==> config.mk <==
export PLATFORM = sky130hd
export DESIGN_NAME = frp_window
export DESIGN_NICKNAME = d
export VERILOG_FILES = /design/src/sv/frp_pkg.sv /design/src/sv/frp_window.sv
export SDC_FILE = /design/constraint.sdc
export NUM_CORES = 2
export LEC_CHECK = 0
export BUFFER_PORTS_ARGS = -buffer_cell sky130_fd_sc_hd__buf_2
export CAP_MARGIN = 20
export CORE_ASPECT_RATIO = 1.5
export CORE_MARGIN = 2
export CORE_UTILIZATION = 35
export CTS_BUF_LIST = sky130_fd_sc_hd__clkbuf_8
export CTS_CLUSTER_DIAMETER = 200
export CTS_CLUSTER_SIZE = 25
export DETAILED_ROUTE_END_ITERATION = 8
export GPL_ROUTABILITY_DRIVEN = 0
export PLACE_DENSITY_LB_ADDON = 0.2
export SLEW_MARGIN = 15
export SYNTH_ARGS = -nofsm -noshare
export SYNTH_HDL_FRONTEND = slang
export SYNTH_SLANG_ARGS = --single-unit
==> constraint.sdc <==
create_clock -name clk -period 11.7 [get_ports clk]
set_clock_uncertainty 0.2 [all_clocks]
set_input_delay 2.34 -clock clk [delete_from_list [all_inputs] [get_ports clk]]
set_output_delay 2.34 -clock clk [all_outputs]
set_load 0.01 [all_outputs]
==> src/sv/frp_pkg.sv <==
// Shared types and constants of the frame rate pacer.
// No dependencies; every other file of the block imports this package.
package frp_pkg;

  localparam int WIN_DEPTH   = 256;
  localparam int WIN_AW      = $clog2(WIN_DEPTH);
  localparam int CFG_AW      = 4;
  localparam int CFG_DW      = 32;

  // Register indexes (byte address divided by four).
  localparam logic [1:0] REG_FPS    = 2'd0;
  localparam logic [1:0] REG_WHOLE  = 2'd1;
  localparam logic [1:0] REG_FRAC   = 2'd2;
  localparam logic [1:0] REG_LINKED = 2'd3;

  localparam logic [7:0]  FPS_RST    = 8'd60;
  localparam logic [9:0]  WHOLE_RST  = 10'd16;
  localparam logic [15:0] FRAC_RST   = 16'd43690;
  localparam logic        LINKED_RST = 1'b1;

  typedef struct packed {
    logic [7:0]  fps;
    logic [9:0]  whole;
    logic [15:0] frac;
    logic        linked;
  } frp_cfg_t;

  typedef struct packed {
    logic        render;
    logic [9:0]  delay;
    logic        skipped;
    logic [15:0] interval;
    logic [15:0] step;
    logic [15:0] updates;
  } frp_tick_t;

  function automatic logic [15:0] sat16(input logic [63:0] v);
    return (|v[63:16]) ? 16'hFFFF : v[15:0];
  endfunction

endpackage

==> src/sv/frp_window.sv <==
// Moving window of frame intervals with its running sum for the frame rate pacer.
// Depends on frp_pkg; holds the interval memory.
module frp_window (
  input  logic        clk,
  input  logic        rst_n,
  input  logic [7:0]  fps,
  input  logic        clear,
  input  logic        push,
  input  logic [15:0] interval,
  output logic [23:0] total_nxt,
  output logic [7:0]  entries_nxt
);
  import frp_pkg::*;

  logic [15:0]       mem [WIN_DEPTH];
  logic [15:0]       oldest_val_r;   // always holds mem[oldest_r]

  logic [WIN_AW:0]   count_r;
  logic [23:0]       sum_r;
  logic [WIN_AW-1:0] oldest_r;

  logic [WIN_AW:0]   count_nxt;
  logic [WIN_AW-1:0] oldest_nxt;
  logic [WIN_AW:0]   count1;
  logic [23:0]       sum1;
  logic              full;
  logic              we;
  logic [WIN_AW-1:0] waddr;

  assign full = count_r >= {1'b0, fps};

  always_comb begin
    count_nxt  = count_r;
    total_nxt  = sum_r;
    oldest_nxt = oldest_r;
    count1     = count_r;
    sum1       = sum_r;
    we         = 1'b0;
    waddr      = '0;
    if (clear || (push && fps == 8'd0)) begin
      count_nxt  = '0;
      total_nxt  = '0;
      oldest_nxt = '0;
    end else if (push) begin
      if (full) begin
        oldest_nxt = oldest_r + 1'b1;
        count1     = count_r - 1'b1;
        sum1       = sum_r - {8'd0, oldest_val_r};
      end
      waddr     = oldest_nxt + count1[WIN_AW-1:0];
      we        = 1'b1;
      count_nxt = count1 + 1'b1;
      total_nxt = sum1 + {8'd0, interval};
    end
    entries_nxt = count_nxt[7:0];
  end

  // The read port fetches the entry that will be oldest after this cycle, with
  // the write forwarded when both hit the same slot.
  always_ff @(posedge clk) begin
    if (we) begin
      mem[waddr] <= interval;
    end
    if (we && waddr == oldest_nxt) begin
      oldest_val_r <= interval;
    end else begin
      oldest_val_r <= mem[oldest_nxt];
    end
  end

  always_ff @(posedge clk) begin
    if (!rst_n) begin
      count_r  <= '0;
      sum_r    <= '0;
      oldest_r <= '0;
    end else begin
      count_r  <= count_nxt;
      sum_r    <= total_nxt;
      oldest_r <= oldest_nxt;
    end
  end

  a_count_in_limit: assert property (@(posedge clk) disable iff (!rst_n)
    count_r <= {1'b0, fps})
    else $error("window holds more entries than the frame rate");

  a_idle_holds: assert property (@(posedge clk) disable iff (!rst_n)
    !push && !clear |=> $stable(count_r) && $stable(sum_r) && $stable(oldest_r))
    else $error("window changed without a push");

endmodule

**Word-level counts from Yosys, hierarchy flattened**

Memory sizes are Yosys's and may differ from the RTL's. A register that Yosys moved wholly into a read port is not among the register bits.
Cells that the tools add are included.

- Bitwise gates (word level): 1
- $add $sub $neg: 6
- Multiply operators: 0
- Divide/modulo/power cells: 0
- Equal/unequal tests: 0
- Mux-type cells: 21
- $lt $le $gt $ge: 1
- Reduce and logical (&&, ||, !) cells: 4
- Shifts and indexed selects: 0

Operators by type and width:

| operator | number |
|---|---|
| 24-bit two-way mux | 5 |
| 8-bit two-way mux | 9 |
| 9-bit two-way mux | 3 |
| 24-bit by 16-bit adder with 24-bit output | 1 |
| 24-bit by 16-bit subtractor with 24-bit output | 1 |
| 9-bit by 1-bit adder with 9-bit output, second input constant | 1 |
| 9-bit by 8-bit greater-or-equal comparator with 1-bit output | 1 |
| 9-bit by 1-bit subtractor with 9-bit output, second input constant | 1 |
| 8-bit by 1-bit adder with 8-bit output, second input constant | 1 |
| 8-bit adder | 1 |
| 8-bit zero test | 1 |
| 1-bit two-way mux | 4 |
| 2-bit OR reduction | 1 |
| 1-bit logical AND | 1 |
| 1-bit logical OR | 1 |
| 1-bit inverter | 1 |

- ROM bits: 0
- Output and inout port bits: 32
- Memories: 1
- Word-level logic and storage cells: 38
- Input bits: 28
- Flip-flop bits (word level): 41
- Memory bits (writable): 4096
- Bits in latches: 0

Memories:

| memory | depth | width | read ports | clocked after memory_dff | write ports | RTL line | RTL |
|---|---|---|---|---|---|---|---|
| mem | 256 | 16 | 1 | 1 | 1 | frp_window.sv:15 | `logic [15:0] mem [WIN_DEPTH];` |

**Logic depth before layout (Yosys ltp)**

- Word-level depth: 7
- Mapped depth: 29
- Mapped depth without buffers: 25

**Worst setup path before layout**

OpenSTA, ideal clock, no wires.

- Path kind: reg2out
- From: reg (tool-made name)
- To: out total_nxt[23]
- Path buffers: 4
- Setup slack: 1.874 ns
- Cell stages (with the launch flop): 29
- Required time: 9.160 ns
- Arrival time: 7.286 ns
- Cell sequence: dfxtp_1 > clkbuf_1 > clkbuf_1 > clkbuf_1 > buf_1 > mux4_2 > mux4_2 > mux4_2 > mux4_2 > ha_1 > inv_1 > fa_1 > nand3_1 > a31oi_1 > o211ai_1 > a21boi_0 > o21a_1 > o21a_1 > o21ai_0 > nand2b_1 > xnor2_1 > o21ai_0 > ha_1 > and2_1 > a22o_1 > a311oi_1 > or4_4 > mux2i_2 > mux2i_1

RTL lines:

| what | RTL line | RTL |
|---|---|---|
| end, declared | frp_window.sv:10 | `output logic [23:0] total_nxt,` |

==> summary.md <==
| Metric | Value |
|---|---|
| Status | `finished, final reports clean` |
| Finished Layout Cells | `13400` |
| CP Buf/Inv Count | `8` |
| CP delay by family, top | `multiplexers` |
| WS Path Type | `register to primary output` |
| Initial antenna violation count | `22` |
| Initial Util | `35.2%` |
| Syn avg cell area | `23.6 um2` |
| Worst slew pin tran | `1.16 ns` |
| Global route total overflow | `0` |
| Post-synth top flop | `edfxtp_1` |
| DRT antenna net count | `0` |
| Final setup viols | `0` |
| Area growth, synth to finish | `9.46%` |
| HPWL Detailed | `280 mm` |
| Detailed Route WL | `458 mm` |
| First-pass GRT wire length | `634 mm` |
| Slowest stage cell, crit path | `mux4_2` |
| Seq cells post-synth | `4145` |
| Mapped Area | `0.162 mm2` |
| TritonCTS clock tree | `done` |
| Ys Warns | `0` |
| Final Core Density | `38.5%` |
| Slew headroom | `22.8%` |
| FP Rows | `305` |
| CP arrival | `8.83 ns` |
| Post-DP Area | `0.174 mm2` |
| CP Launch Type | `register` |
| Router iterations before antenna repair | `7` |
| Crit-path max cell delay | `0.65 ns` |
| Final hold violation count | `0` |
| TritonCTS Buffers | `191` |
| Via count | `74400` |
| Largest net degree at the start of global routing | `151` |
| Dpl cells | `13100` |
| CTS Sinks | `4145` |
| Tmin final | `11.37 ns` |
| Via density | `5.55` |
| Final setup margin | `0.329 ns` |
| Total Routing Usage GR | `19.3%` |
| Finished Cell Area | `0.177 mm2` |
| Pwr dens | `130 mW/mm2` |
| Hold Path Class | `register to register` |
| Seq/Total Area, Yosys | `76.7%` |
| Fraction of registers with async set/reset | `0%` |
| # IOs | `60` |
| Routed wire length per instance | `34.2 um` |
| Crit Path Max Fanout | `13` |
| CORE AREA | `0.460 mm2` |
| Post-synth EDFFs | `4096` |
| Cell leakage power | `51.0 nW` |
| Starting DRT DRC Count | `8375` |
| Max-slew violation count | `0` |
| Max Cap Viol | `0` |
| Horiz. Die Dim | `559 um` |
| Final Power | `23.0 mW` |
| Post-Synthesis Net Count | `6939` |
| Worst-case clock buffer depth | `4` |
| Root buffer cell | `clkbuf_8` |
| Fillers | `40600` |
| # DRC | `0` |
| Crit. End Element | `primary output` |
| Achievable Freq | `0.0879 GHz` |
| Die area | `0.468 mm2` |
| Reg clk slew, reported paths | `0.16 ns` |
| Pre-CTS WS | `0.821 ns` |
| Die Height | `837 um` |
| Most used cell, CP | `mux4_2` |
| Final net count | `7300` |
| Count of different cell masters after synthesis | `66` |
| PortBufs | `59` |
| VDD IR-drop max | `76.7 uV` |
| Skew-Pair Late Insertion Delay | `1.13 ns` |
| Synth Instances | `6854` |
| CP Data Required Time | `9.16 ns` |
| Layout cells sized above 1 | `32.8%` |
| Vias in the first global route | `76200` |
| H-tree lvl count | `4` |
| Final Cycle Share | `97.2%` |
[final timing paths]
path | start | end | slack [ns] | cells after the start
max | register | total_nxt[23] | 0.33 | 29
min | sum_r[23]$_SDFF_PN0_ | sum_r[23]$_SDFF_PN0_ | 0.30 | 2
max reg2reg | register | sum_r[20]$_SDFF_PN0_ | 3.85 | 28
min reg2reg | sum_r[23]$_SDFF_PN0_ | sum_r[23]$_SDFF_PN0_ | 0.30 | 2
[where the power goes]
part / switching [mW] / leakage (nW) / internal [mW] / total (mW)
combinational: 0.582 / 12.3 / 0.254 / 0.836
clock: 4.29 / 1.49 / 1.53 / 5.82
sequential: 0.00765 / 37.2 / 16.3 / 16.3
[area by class of cell]
type                            count  area [um2]  share of cell area [%]
Sequential cell                  4145      124000                    70.0
Multi-Input combinational cell   2289       37200                    21.0
Tap cell                         6140        7680                    4.34
Timing Repair Buffer              550        5200                    2.94
Clock buffer                      195        2680                    1.52
Inverter                           38         143                  0.0806
Clock inverter                     19        82.6                  0.0466
Antenna cell                       20        50.0                  0.0283
[metal layers]
metal	part of all wire, %	routed length, um	track usage [%]
met1	40	183000	25.2
met2	52	236000	33.7
met3	4.7	21600	1.86
met4	3.7	17000	6.26
met5	0.0020	9	0
[registers in the layout (all words and copies together) (netlist names), named ones only]
register	flops
count_r	9
mem	4096
oldest_r	8
sum_r	24
[cell usage after synthesis (3+ instances only)]
master	instances	share of area [%]
edfxtp_1	4096	76
mux4_2	1360	19
clkbuf_1	265	0.62
nor2_1	231	0.54
nand2_1	116	0.27
nor3_1	110	0.34
buf_1	75	0.17
ha_1	54	0.42
dfxtp_1	49	0.61
a21oi_1	44	0.14
o21ai_0	44	0.14
buf_2	42	0.13
xnor2_1	40	0.22
inv_1	38	0.088
xor2_1	33	0.18
and2_1	30	0.12
nand3_1	30	0.093
nor4_1	25	0.097
a21o_1	16	0.074
mux2i_1	16	0.099
nand2b_1	14	0.054
or3_1	11	0.043
nand4_1	10	0.039
a211oi_1	8	0.037
and3_1	8	0.031
nor2b_1	7	0.027
o211ai_1	6	0.028
o21a_1	6	0.028
o31ai_1	6	0.028
a31oi_1	5	0.019
a211o_1	3	0.016
fa_1	3	0.037
mux2_2	3	0.021
nand3b_1	3	0.014
o211a_1	3	0.019
or2_2	3	0.012
or4_1	3	0.014
[worst min-delay path, cell delays in order, from the launching register on]
cell and delay [ns]:
dfxtp_1 0.36, nand2_1 0.06, mux2i_1 0.05
[placed cells by master (no fill, tap or decap), drive strengths merged, types with 42 or more instances in the layout]
master,netlist,final
edfxtp,4096,4096
a21oi,44,44
nand2,116,116
clkbuf,265,204
xnor2,42,42
buf,117,541
ha,54,54
inv,38,54
dfxtp,49,49
mux4,1360,1360
nor2,232,232
o21ai,46,46
nor3,110,110
[logic make-up (layout without fill, tap and decap cells)]
| logic type | after synthesis | count (layout) | share of synthesized area [%] |
|---|---|---|---|
| multiplexers | 1380 | 1380 | 19.1 |
| flip-flops | 4145 | 4145 | 76.7 |
| AND/OR/NAND/NOR | 610 | 610 | 1.73 |
| other | 0 | 20 | 0 |
| XOR/XNOR | 75 | 75 | 0.415 |
| adder cells (fa/ha/maj) | 57 | 57 | 0.455 |
| AO/OA/AOI/OAI | 167 | 167 | 0.663 |
| buffers and inverters | 420 | 802 | 1.01 |
[metrics by stage]
| stage | setup TNS [ns] | hold WS, ns |
|---|---|---|
| final | 0 | 0.303 |
| after global routing | -0.0149 | 0.358 |
| after CTS | 0 | 0.305 |
| after detailed placement | 0 | 0.284 |
| after global placement | 0 | 0.264 |
| after floorplan | 0 | 0.254 |
[what timing repair did]
action | in CTS | in global routing
gates cloned | 0 | 9
gates resized for setup | 2 | 34
buffers inserted | 5 | 16
hold buffers | 0 | 0
setup endpoints to repair | 6 | 8
pin swaps | 0 | 2
(Power assumes the default switching activity.)
