File: src/sv/frp_pkg.sv
// Shared types and constants of the frame rate pacer.
// No dependencies; every other file of the block imports this package.
package frp_pkg;

  localparam int WIN_DEPTH   = 256;
  localparam int WIN_AW      = $clog2(WIN_DEPTH);
  localparam int CFG_AW      = 4;
  localparam int CFG_DW      = 32;

  // Register indexes (byte address divided by four).
  localparam logic [1:0] REG_FPS    = 2'd0;
  localparam logic [1:0] REG_WHOLE  = 2'd1;
  localparam logic [1:0] REG_FRAC   = 2'd2;
  localparam logic [1:0] REG_LINKED = 2'd3;

  localparam logic [7:0]  FPS_RST    = 8'd60;
  localparam logic [9:0]  WHOLE_RST  = 10'd16;
  localparam logic [15:0] FRAC_RST   = 16'd43690;
  localparam logic        LINKED_RST = 1'b1;

  typedef struct packed {
    logic [7:0]  fps;
    logic [9:0]  whole;
    logic [15:0] frac;
    logic        linked;
  } frp_cfg_t;

  typedef struct packed {
    logic        render;
    logic [9:0]  delay;
    logic        skipped;
    logic [15:0] interval;
    logic [15:0] step;
    logic [15:0] updates;
  } frp_tick_t;

  function automatic logic [15:0] sat16(input logic [63:0] v);
    return (|v[63:16]) ? 16'hFFFF : v[15:0];
  endfunction

endpackage

File: src/sv/frp_cfg.sv
// Configuration register file of the frame rate pacer, on an APB-style port.
// Depends on frp_pkg.
module frp_cfg (
  input  logic                       clk,
  input  logic                       rst_n,
  input  logic                       psel,
  input  logic                       penable,
  input  logic                       pwrite,
  input  logic [frp_pkg::CFG_AW-1:0] paddr,
  input  logic [frp_pkg::CFG_DW-1:0] pwdata,
  output logic [frp_pkg::CFG_DW-1:0] prdata,
  output logic                       pready,
  output frp_pkg::frp_cfg_t          cfg,
  output logic                       cfg_clear
);
  import frp_pkg::*;

  frp_cfg_t   cfg_r;
  logic       wr_en;
  logic [1:0] idx;

  assign idx       = paddr[3:2];
  assign wr_en     = psel && penable && pwrite;
  assign pready    = 1'b1;
  assign cfg       = cfg_r;
  // Every write, to any register, empties the window and re-arms the timer.
  assign cfg_clear = wr_en;

  always_ff @(posedge clk) begin
    if (!rst_n) begin
      cfg_r.fps    <= FPS_RST;
      cfg_r.whole  <= WHOLE_RST;
      cfg_r.frac   <= FRAC_RST;
      cfg_r.linked <= LINKED_RST;
    end else if (wr_en) begin
      unique case (idx)
        REG_FPS:    cfg_r.fps    <= pwdata[7:0];
        REG_WHOLE:  cfg_r.whole  <= pwdata[9:0];
        REG_FRAC:   cfg_r.frac   <= pwdata[15:0];
        REG_LINKED: cfg_r.linked <= pwdata[0];
        default:    ;
      endcase
    end
  end

  always_comb begin
    unique case (idx)
      REG_FPS:    prdata = {24'd0, cfg_r.fps};
      REG_WHOLE:  prdata = {22'd0, cfg_r.whole};
      REG_FRAC:   prdata = {16'd0, cfg_r.frac};
      REG_LINKED: prdata = {31'd0, cfg_r.linked};
      default:    prdata = '0;
    endcase
  end

endmodule

File: config.mk
export PLATFORM = sky130hd
export DESIGN_NAME = frp_cfg
export DESIGN_NICKNAME = d
export VERILOG_FILES = /design/src/sv/frp_pkg.sv /design/src/sv/frp_cfg.sv
export SDC_FILE = /design/constraint.sdc
export NUM_CORES = 1
export LEC_CHECK = 0
export BUFFER_PORTS_ARGS = -buffer_cell sky130_fd_sc_hd__buf_4
export CORE_MARGIN = 2
export CORE_UTILIZATION = 46
export CTS_CLUSTER_DIAMETER = 120
export DETAILED_ROUTE_END_ITERATION = 7
export PLACE_DENSITY = 0.89
export SYNTH_ARGS = -nofsm -noshare
export SYNTH_HDL_FRONTEND = slang
export SYNTH_SLANG_ARGS = --single-unit
File: constraint.sdc
create_clock -name clk -period 2.6 [get_ports clk]
set_clock_uncertainty 0.2 [all_clocks]
set_input_delay 0.39 -clock clk [delete_from_list [all_inputs] [get_ports clk]]
set_output_delay 0.39 -clock clk [all_outputs]
set_load 0.01 [all_outputs]
* Word-level counts from Yosys, hierarchy flattened
Index checks and enable logic that the tools add are counted.
** Storage, ports and cells
- Register bits after elaboration :: 35
- Input bits :: 41
- Output and inout bits :: 69
- Logic and storage cells :: 15
** Cells by class
- Equal/unequal tests :: 3
- Muxes and demuxes :: 1
- Reductions and logical operators :: 7
** Operators with widths (count)
- case mux 32 bit (4 select lines) :: 1
- AND reduction 2 bit :: 4
- equality test 2 bit (second input constant) :: 2
- equality test 2 x 1 -> 1 bit (second input constant) :: 1
- logical AND 1 bit :: 2
- zero test 2 bit :: 1

* Longest topological paths before layout
Gate-level depths: netlist of run 1.
- Word-level depth :: 3
- Depth in mapped cells :: 5
- Gate-level depth less buffers :: 3

* Worst setup path before layout of run 1
No wires, ideal clock.
- Kind :: in2out
- Start :: input port paddr[3] (netlist name)
- End :: output port prdata[8] (netlist name)
- Data arrival time :: 1032 ps
- Required time :: 2010 ps
- Setup slack :: 978 ps
- Stages on the path :: 3
- Path buffers :: 1
- Path through :: buf_6 -> nor2b_1 -> a22o_1
** Between the ends
- Longest elaborated chain between the ends :: 2
- Elaborated cells between the ends (all ways) :: 5
- Those cells by class :: eq/ne: 3; mux: 1; reduce/logical: 1
** RTL lines
- start: declaration :: RTL line frp_cfg.sv:9 : input logic [frp_pkg::CFG_AW-1:0] paddr,
- equality test 2 bit (tied with other cells) :: RTL line frp_cfg.sv:47 : unique case (idx)
- case mux 32 bit (4 select lines) (*) :: RTL line frp_cfg.sv:47
- end: declaration :: RTL line frp_cfg.sv:11 : output logic [frp_pkg::CFG_DW-1:0] prdata,
Every way passes the cells marked *; elsewhere a longest branch is shown, timed or not. The select of a mux whose other input is x is not followed.

* Worst setup path in the final report of run 1
- Start :: input port paddr[3] (netlist name)
- End :: output port prdata[9] (netlist name)
The elaborated chain is that of the path after synthesis.

==> results of run 1 <==
worst paths after layout:
kind,end,depth (start not counted),slack (ns),start
worst max-delay path,prdata[9],4,0.56,paddr[3]
worst min-delay path,cfg[13],3,0.17,pwdata[12]
worst max register to register,cfg[0],2,1.72,cfg[0]
worst min register to register,cfg[15],2,0.28,cfg[15]
stage by stage:
step                      area, sq um  std cells  utilization, %  hold WS, ns
after floorplan                  1870        214               -        0.287
after global placement           2310        310            62.2        0.255
after detailed placement         2310        310            62.2        0.267
after CTS                        2410        318            64.9        0.162
after global routing             2410        318            64.9        0.157
final                            2410        318            64.9        0.167
kinds of logic after synthesis:
kind of cell,share of synthesized area [%]
compound gates,4.49
buf+inv,12.4
flops,38.7
mux,23.3
other cells,0.415
simple gates,20.7
critical path, cell delays in order:
cell,delay (ns)
buf_4,0.23
nor2b_1,0.48
a22o_1,0.24
buf_4,0.12
area by class of cell:
class	count	area [sq um]	share of cell area (%)
inverter	3	11.3	0.467
clock buffer	8	100	4.15
sequential	35	701	29.0
timing repair buffer	78	586	24.3
tap	48	60.1	2.49
multi-input combinational	146	955	39.6
metal layers:
layer	GRT usage, %	vias to the layer above	share of wire [%]	routed length, microns
li1	-	761	-	-
met2	33.8	57	50	2020
met3	4.56	5	6.9	279
met4	7.40	0	1.1	43
met1	22.5	722	42	1730
met5	0	-	0	0
synth_stat cells, drive strengths merged, types with 2 or more instances:
cell and number:
buf 24, o21ai 8, clkbuf 6, inv 3, and2 6, conb 2, nand2 42, nor2b 23
nor3b 2, mux2i 40, dfxtp 35, a22o 2
power by group through the flow:
stage	Combinational, uW	Clock, uW	Sequential, uW
floorplan	98.0	0	564
global placement	148	0	561
detailed placement	151	0	561
CTS	151	434	549
global route	164	467	550
finish	150	430	549
==> flow_metrics.tcl, run 1 <==
set metrics [dict create \
    pin_count 110 \
    dp_hpwl_mm 2.97 \
    port_buffers 74 \
    die_w_microns 66.8 \
    setup_tns_ns 0 \
    die_y_microns 66.8 \
    die_area_sq_um 4460 \
    p_total_uw 1130 \
    fill_cells 338 \
    hold_viol 0 \
    outcome "finished clean" \
    synth_edf_count 0 \
    synth_area_leaders "dfxtp_1, mux2i_1, nand2_1" \
    cts_tree "done" \
    fin_crit_ns 2.04 \
    rsz0062_at_grt "false" \
    layout_common_cells "buf_4, nand2_1, mux2i_1" \
    post_drt_wl_per_cell_microns 12.8 \
    vias 1545 \
    worstSetupPathType "primary input to primary output" \
    setup_viol 0 \
    crit_path_start_kind "primary input" \
    clkTransAtPathRegs_ns 0.07 \
    yosysWarningCount 0 \
    cap_violations 0 \
    power.leakage_uw 0.00110 \
    initial_core_util_pct 48.8 \
    tightest_slew_ns 0.511 \
    drt_iter0_drc 121 \
    antenna_found_initial 0 \
    grt_usage_pct 19.3 \
    max_freq_mhz 490 \
    slew_violations 0 \
    totalWireLength_mm 4.07 \
    dp_slack_ns 0.529 \
    dr.pass1.iters 5 \
    grt-ovfl-total 0 \
    cts_setup_buffers 0 \
    diodes 0 \
    drtAntennaViolNets 0 \
    root_buffer "clkbuf_8" \
    setup_ws_ns 0.558 \
    clk_path_buf_depth 2 \
    relSlewSlack_pct 65.9 \
    intPower_uw 857 \
    synthDistinctLibCells 22 \
    drive_gt1_share_pct 33.0 \
    grt_max_degree 58 \
    grt_pass1_vias 1453 \
    final_common_cell "buf_4" \
    power_density_nw_per_um2 468 \
    nets 310 \
    grt_first_pass_wirelength_mm 6.50 \
    clock_latency_ns 0.28 \
    cts_hold_buf 0 \
    p_switching_uw 271 \
    vias_per_cell 4.86 \
    area_growth_pct 33.1 \
    largest_reg_flops 35 \
    crit_fanout 15 \
    cts_num_sinks 35 \
    fin_crit_sh_pct 78.5 \
    required_ns 2.01 \
    synth_area_per_cell_sq_um 9.10 \
    ctsResizeCount 0 \
    comb_power_share_pct 13.3 \
    drc 0 \
    h-tree-depth 2 \
    rows 22 \
    numCtsBuffers 5 \
    yosys_most_used_dff "dfxtp_1" \
    synthCells 199 \
    synth_top_area_share_pct 38.7 \
    seqPwrFrac_pct 48.7 \
    async_reset_ff_share_pct 0 \
    hold_class "primary input to flip-flop" \
    synth_top_area_cell "dfxtp_1" \
    clkPwrFrac_pct 38.1 \
    vdd_ir_drop_max_v 0.000334 \
    yosysSeqAreaShare_pct 38.7 \
    gp_congestion 0.710 \
    end_kind "primary output" \
    ys_seq_elements 35 \
    arrival_ns 1.45 \
    p_sw_share_pct 24.0 \
    coreArea_sq_um 3720 \
    netlist_area_sq_um 1810 \
]
(Power assumes the default switching activity.)
==> inputs of run 2 (changes only) <==
Settings changed: CORE_UTILIZATION 46 to 43, PLACE_DENSITY 0.89 to 0.84.
Clock period 2.6 ns to 2 ns, I/O delays scaled along.
==> run 2 against run 1 <==
Die area rose by 6.6%. Via count fell by 1.4%. Register-to-register slack got worse by 0.59 ns. Worst hold slack got worse by 0.086 ns. Critical endpoint unchanged.
==> flow_metrics.tcl, run 2 (synthesis results as in run 1) <==
set metrics [dict create \
    outcome "finished clean" \
    rsz0062_at_grt "false" \
    path_cells "buf_4 > nor2b_1 > a22o_1 > buf_4" \
    cts_num_sinks 35 \
    setup_viol 0 \
    largest_reg_flops 35 \
    intPower_uw 1030 \
    grt_pass1_vias 1399 \
    pin_count 110 \
    power.leakage_uw 0.00110 \
    max_freq_mhz 546 \
    p_sw_share_pct 24.1 \
    dp_cells 314 \
    vias_per_cell 4.76 \
    required_ns 1.50 \
    cap_violations 0 \
    gp_congestion 0.741 \
    cts_hold_buf 0 \
    diodes 0 \
    design_area_sq_um 2400 \
    numCtsBuffers 5 \
    post_drt_wl_per_cell_microns 12.9 \
    end_kind "primary output" \
    drt_iter0_drc 93 \
    coreArea_sq_um 4030 \
    dr.pass1.iters 6 \
    clock_latency_ns 0.27 \
    antenna_found_initial 0 \
    root_buffer "clkbuf_8" \
    cts_setup_buffers 0 \
    slew_violations 0 \
    die_y_microns 68.9 \
    dp_slack_ns 0.158 \
    drtAntennaViolNets 0 \
    clkPwrFrac_pct 33.1 \
    grt-ovfl-total 0 \
    layout.cells.non_filler 320 \
    crit_top_cell "buf_4" \
    drive_gt1_share_pct 33.0 \
    setup_tns_ns 0 \
    slowest_delay_ns 0.46 \
    seqPwrFrac_pct 52.4 \
    grt_first_pass_wirelength_mm 6.57 \
    port_buffers 74 \
    crit_path_start_kind "primary input" \
    vias 1523 \
    h-tree-depth 2 \
    setup_ws_ns 0.170 \
    final_common_cell "buf_4" \
    die_w_microns 68.9 \
    reg2reg_depth 2 \
    fin_crit_sh_pct 91.5 \
    initial_core_util_pct 45.0 \
    comb_power_share_pct 14.4 \
    grt_usage_pct 18.8 \
    arrival_ns 1.33 \
    place_area_sq_um 2330 \
    fin_crit_ns 1.83 \
    vdd_ir_drop_max_v 0.000349 \
    clk_path_buf_depth 2 \
    area_growth_pct 32.6 \
    clkTransAtPathRegs_ns 0.06 \
    hold_viol 0 \
    nets 312 \
    totalWireLength_mm 4.14 \
    crit_fanout 15 \
    hold_class "primary input to flip-flop" \
    dp_hpwl_mm 3.04 \
    ctsResizeCount 0 \
    drc 0 \
    crit_slowest_cell "nor2b_1" \
    power_density_nw_per_um2 567 \
    die_area_sq_um 4750 \
    fin_hold_ws_ns 0.0802 \
    layout_common_cells "buf_4, nand2_1, mux2i_1" \
    min_path_cells 3 \
    rows 23 \
    worstSetupPathType "primary input to primary output" \
    fill_cells 370 \
    p_switching_uw 328 \
    grt_max_degree 58 \
    cts_tree "done" \
]
run 2: critical path: cells and delay by family:
| kind | cells | cell delay, ns |
|---|---|---|
| buf+inv | 2 | 0.34 |
| simple gates | 1 | 0.46 |
| compound gates | 1 | 0.22 |
run 2: cell type report:
| cell class | count | area, sq um | share of cell area (%) |
|---|---|---|---|
| well taps | 50 | 62.6 | 2.60 |
| multi-input cells | 146 | 955 | 39.7 |
| flip-flops and latches | 35 | 701 | 29.2 |
| clock buffers | 6 | 72.6 | 3.02 |
| inverters | 3 | 11.3 | 0.469 |
| repair buffers | 80 | 601 | 25.0 |
run 2: path summary, 6_finish.rpt:
kind / startpoint / slack, ns / to
hold reg to reg: cfg[11] / 0.27 / cfg[11]
setup / recovery: paddr[3] / 0.17 / prdata[9]
hold / removal: pwdata[12] / 0.08 / cfg[13]
setup reg to reg: cfg[0] / 1.13 / cfg[0]
run 2: power by group through the flow:
stage / sequential, uW / combinational (uW) / clock, uW
3_5_place_dp: 730 / 198 / 0
5_1_grt: 715 / 220 / 496
4_1_cts: 714 / 198 / 467
3_3_place_gp: 729 / 195 / 0
6_report: 714 / 196 / 451
2_1_floorplan: 733 / 127 / 0
run 2: per-layer routing:
metal  up-vias  global-route usage, %  wire length [microns]
met5         -                      0                      0
met4         0                   5.88                     48
met3         7                   4.87                    342
met2        63                   31.7                   2050
met1       696                   23.4                   1690
li1        757                      -                      -
run 2: per-stage QoR:
step	utilization [%]	power, uW
floorplan	-	860
global placement	57.8	924
detailed placement	57.8	928
CTS	59.6	1380
global route	59.6	1430
finish	59.6	1360
==> inputs of run 3 (changes only) <==
Settings changed: CAP_MARGIN from default to 20, REMOVE_ABC_BUFFERS from default to 1.
Clock period 2 ns to 1.9 ns, I/O delays scaled along.
==> run 3 against run 2 <==
Sequential share of layout area decreased by 0.20 points. Clock power is 12% higher. Register-to-register slack got worse by 0.15 ns. Final cell count up 0.94%. Global-route usage shrank 1.2 points.
==> flow_metrics.tcl, run 3 (synthesis results as in run 1) <==
set metrics [dict create \
    outcome "finished clean" \
    grt_pass1_vias 1317 \
    reg2reg_to "cfg[29]" \
    grt_max_degree 58 \
    arrival_ns 1.22 \
    numCtsBuffers 5 \
    grt_usage_pct 17.6 \
    antenna_found_initial 0 \
    critPathBufInv 1 \
    setup_ws_ns 0.192 \
    totalWireLength_mm 4.15 \
    rows 23 \
    drt_iter0_drc 75 \
    hold_start "pwdata[10]" \
    pin_count 110 \
    die_area_sq_um 4750 \
    ctsResizeCount 0 \
    vias_per_cell 4.75 \
    place_area_sq_um 2340 \
    vdd_ir_drop_max_v 0.000389 \
    clkTransAtPathRegs_ns 0.07 \
    hold_class "primary input to flip-flop" \
    dp_slack_ns 0.205 \
    final_common_cell "buf_4" \
    drive_gt1_share_pct 33.3 \
    reg2reg_depth 2 \
    slowest_delay_ns 0.45 \
    h-tree-depth 2 \
    setup_tns_ns 0 \
    worstSetupPathType "flip-flop to primary output" \
    clk_path_buf_depth 2 \
    required_ns 1.41 \
    rr_startpoint "cfg[29]" \
    min_path_cells 3 \
    dp_hpwl_mm 3.02 \
    fin_crit_sh_pct 89.9 \
    fin_crit_ns 1.71 \
    area_growth_pct 33.5 \
    drtAntennaViolNets 0 \
    cts_hold_buf 0 \
    gp_congestion 0.786 \
    coreArea_sq_um 4030 \
    setup_viol 0 \
    die_w_microns 68.9 \
    nets 313 \
    reg2reg_slack_ns 0.98 \
    max_freq_mhz 585 \
    dr.pass1.iters 4 \
    crit_start "cfg[17]" \
    cts_num_sinks 35 \
    post_drt_wl_per_cell_microns 12.8 \
    cts_tree "done" \
    layout_common_cells "buf_4, nand2_1, mux2i_1" \
    cts_setup_buffers 0 \
    vias 1534 \
    post-route-util_pct 60.0 \
    grt-ovfl-total 0 \
    design_area_sq_um 2420 \
    slew_violations 0 \
    power_density_nw_per_um2 607 \
    fill_cells 373 \
    grt_first_pass_wirelength_mm 5.99 \
    cp_top_family "multiplexers" \
    crit_fanout 3 \
    rsz0062_at_grt "false" \
    root_buffer "clkbuf_8" \
    diodes 0 \
    initial_core_util_pct 45.0 \
    path_cells "mux4_2 > buf_4" \
    crit_slowest_cell "mux4_2" \
    power.leakage_uw 0.00111 \
    end_kind "primary output" \
    crit_path_start_kind "flip-flop" \
    drc 0 \
    die_y_microns 68.9 \
    clock_latency_ns 0.28 \
    hold_viol 0 \
    port_buffers 74 \
    cap_violations 0 \
    largest_reg_flops 35 \
    min_to "cfg[11]" \
]
-- run 3: cell count changes in the layout (fill, tap and decap cells not counted), sizes merged --
cell    previous run  this run
clkinv             0         1
buf               80        81
clkbuf             6         7
-- run 3: stage by stage --
stage | power, uW | instances | hold slack, ns
after floorplan | 856 | 184 | 0.174
after global placement | 974 | 315 | 0.256
after detailed placement | 978 | 315 | 0.267
after CTS | 1480 | 323 | 0.0533
after global routing | 1530 | 323 | 0.0575
final | 1470 | 323 | 0.0559
-- run 3: worst min-delay path: cells and delay by family --
family                 cells  cell delay (ns)
buffers and inverters      1             0.11
multiplexers               1             0.05
AND/OR/NAND/NOR            1             0.04
-- run 3: worst max-delay path by stage --
stage / depth (start not counted) / endpoint
detailed placement: 3 / prdata[0]
global route: 2 / prdata[0]
global placement: 3 / prdata[0]
finish: 2 / prdata[0]
floorplan: 3 / cfg[17]
CTS: 2 / prdata[0]
-- run 3: metal layers --
metal	GRT usage [%]	vias up	share of wire [%]
met5	0	-	0
li1	-	761	-
met1	20.9	711	42
met4	10.5	0	2.4
met3	3.08	11	6.0
met2	29.7	51	49
-- run 3: layout make-up --
| class | count | area, sq um | area share, % |
|---|---|---|---|
| multi-input combinational | 146 | 955 | 39.5 |
| clock buffer | 7 | 76.3 | 3.16 |
| timing repair buffer | 81 | 608 | 25.1 |
| inverter | 3 | 11.3 | 0.466 |
| clock inverter | 1 | 5.00 | 0.207 |
| tap | 50 | 62.6 | 2.59 |
| sequential | 35 | 701 | 29.0 |
-- run 3: report_power, final --
part	switching, uW	leakage [uW]	total (uW)	internal [uW]
registers	7.81	0.000283	752	744
clock network	250	0.0000422	507	257
logic	108	0.000783	209	102
total	366	0.00111	1470	1100
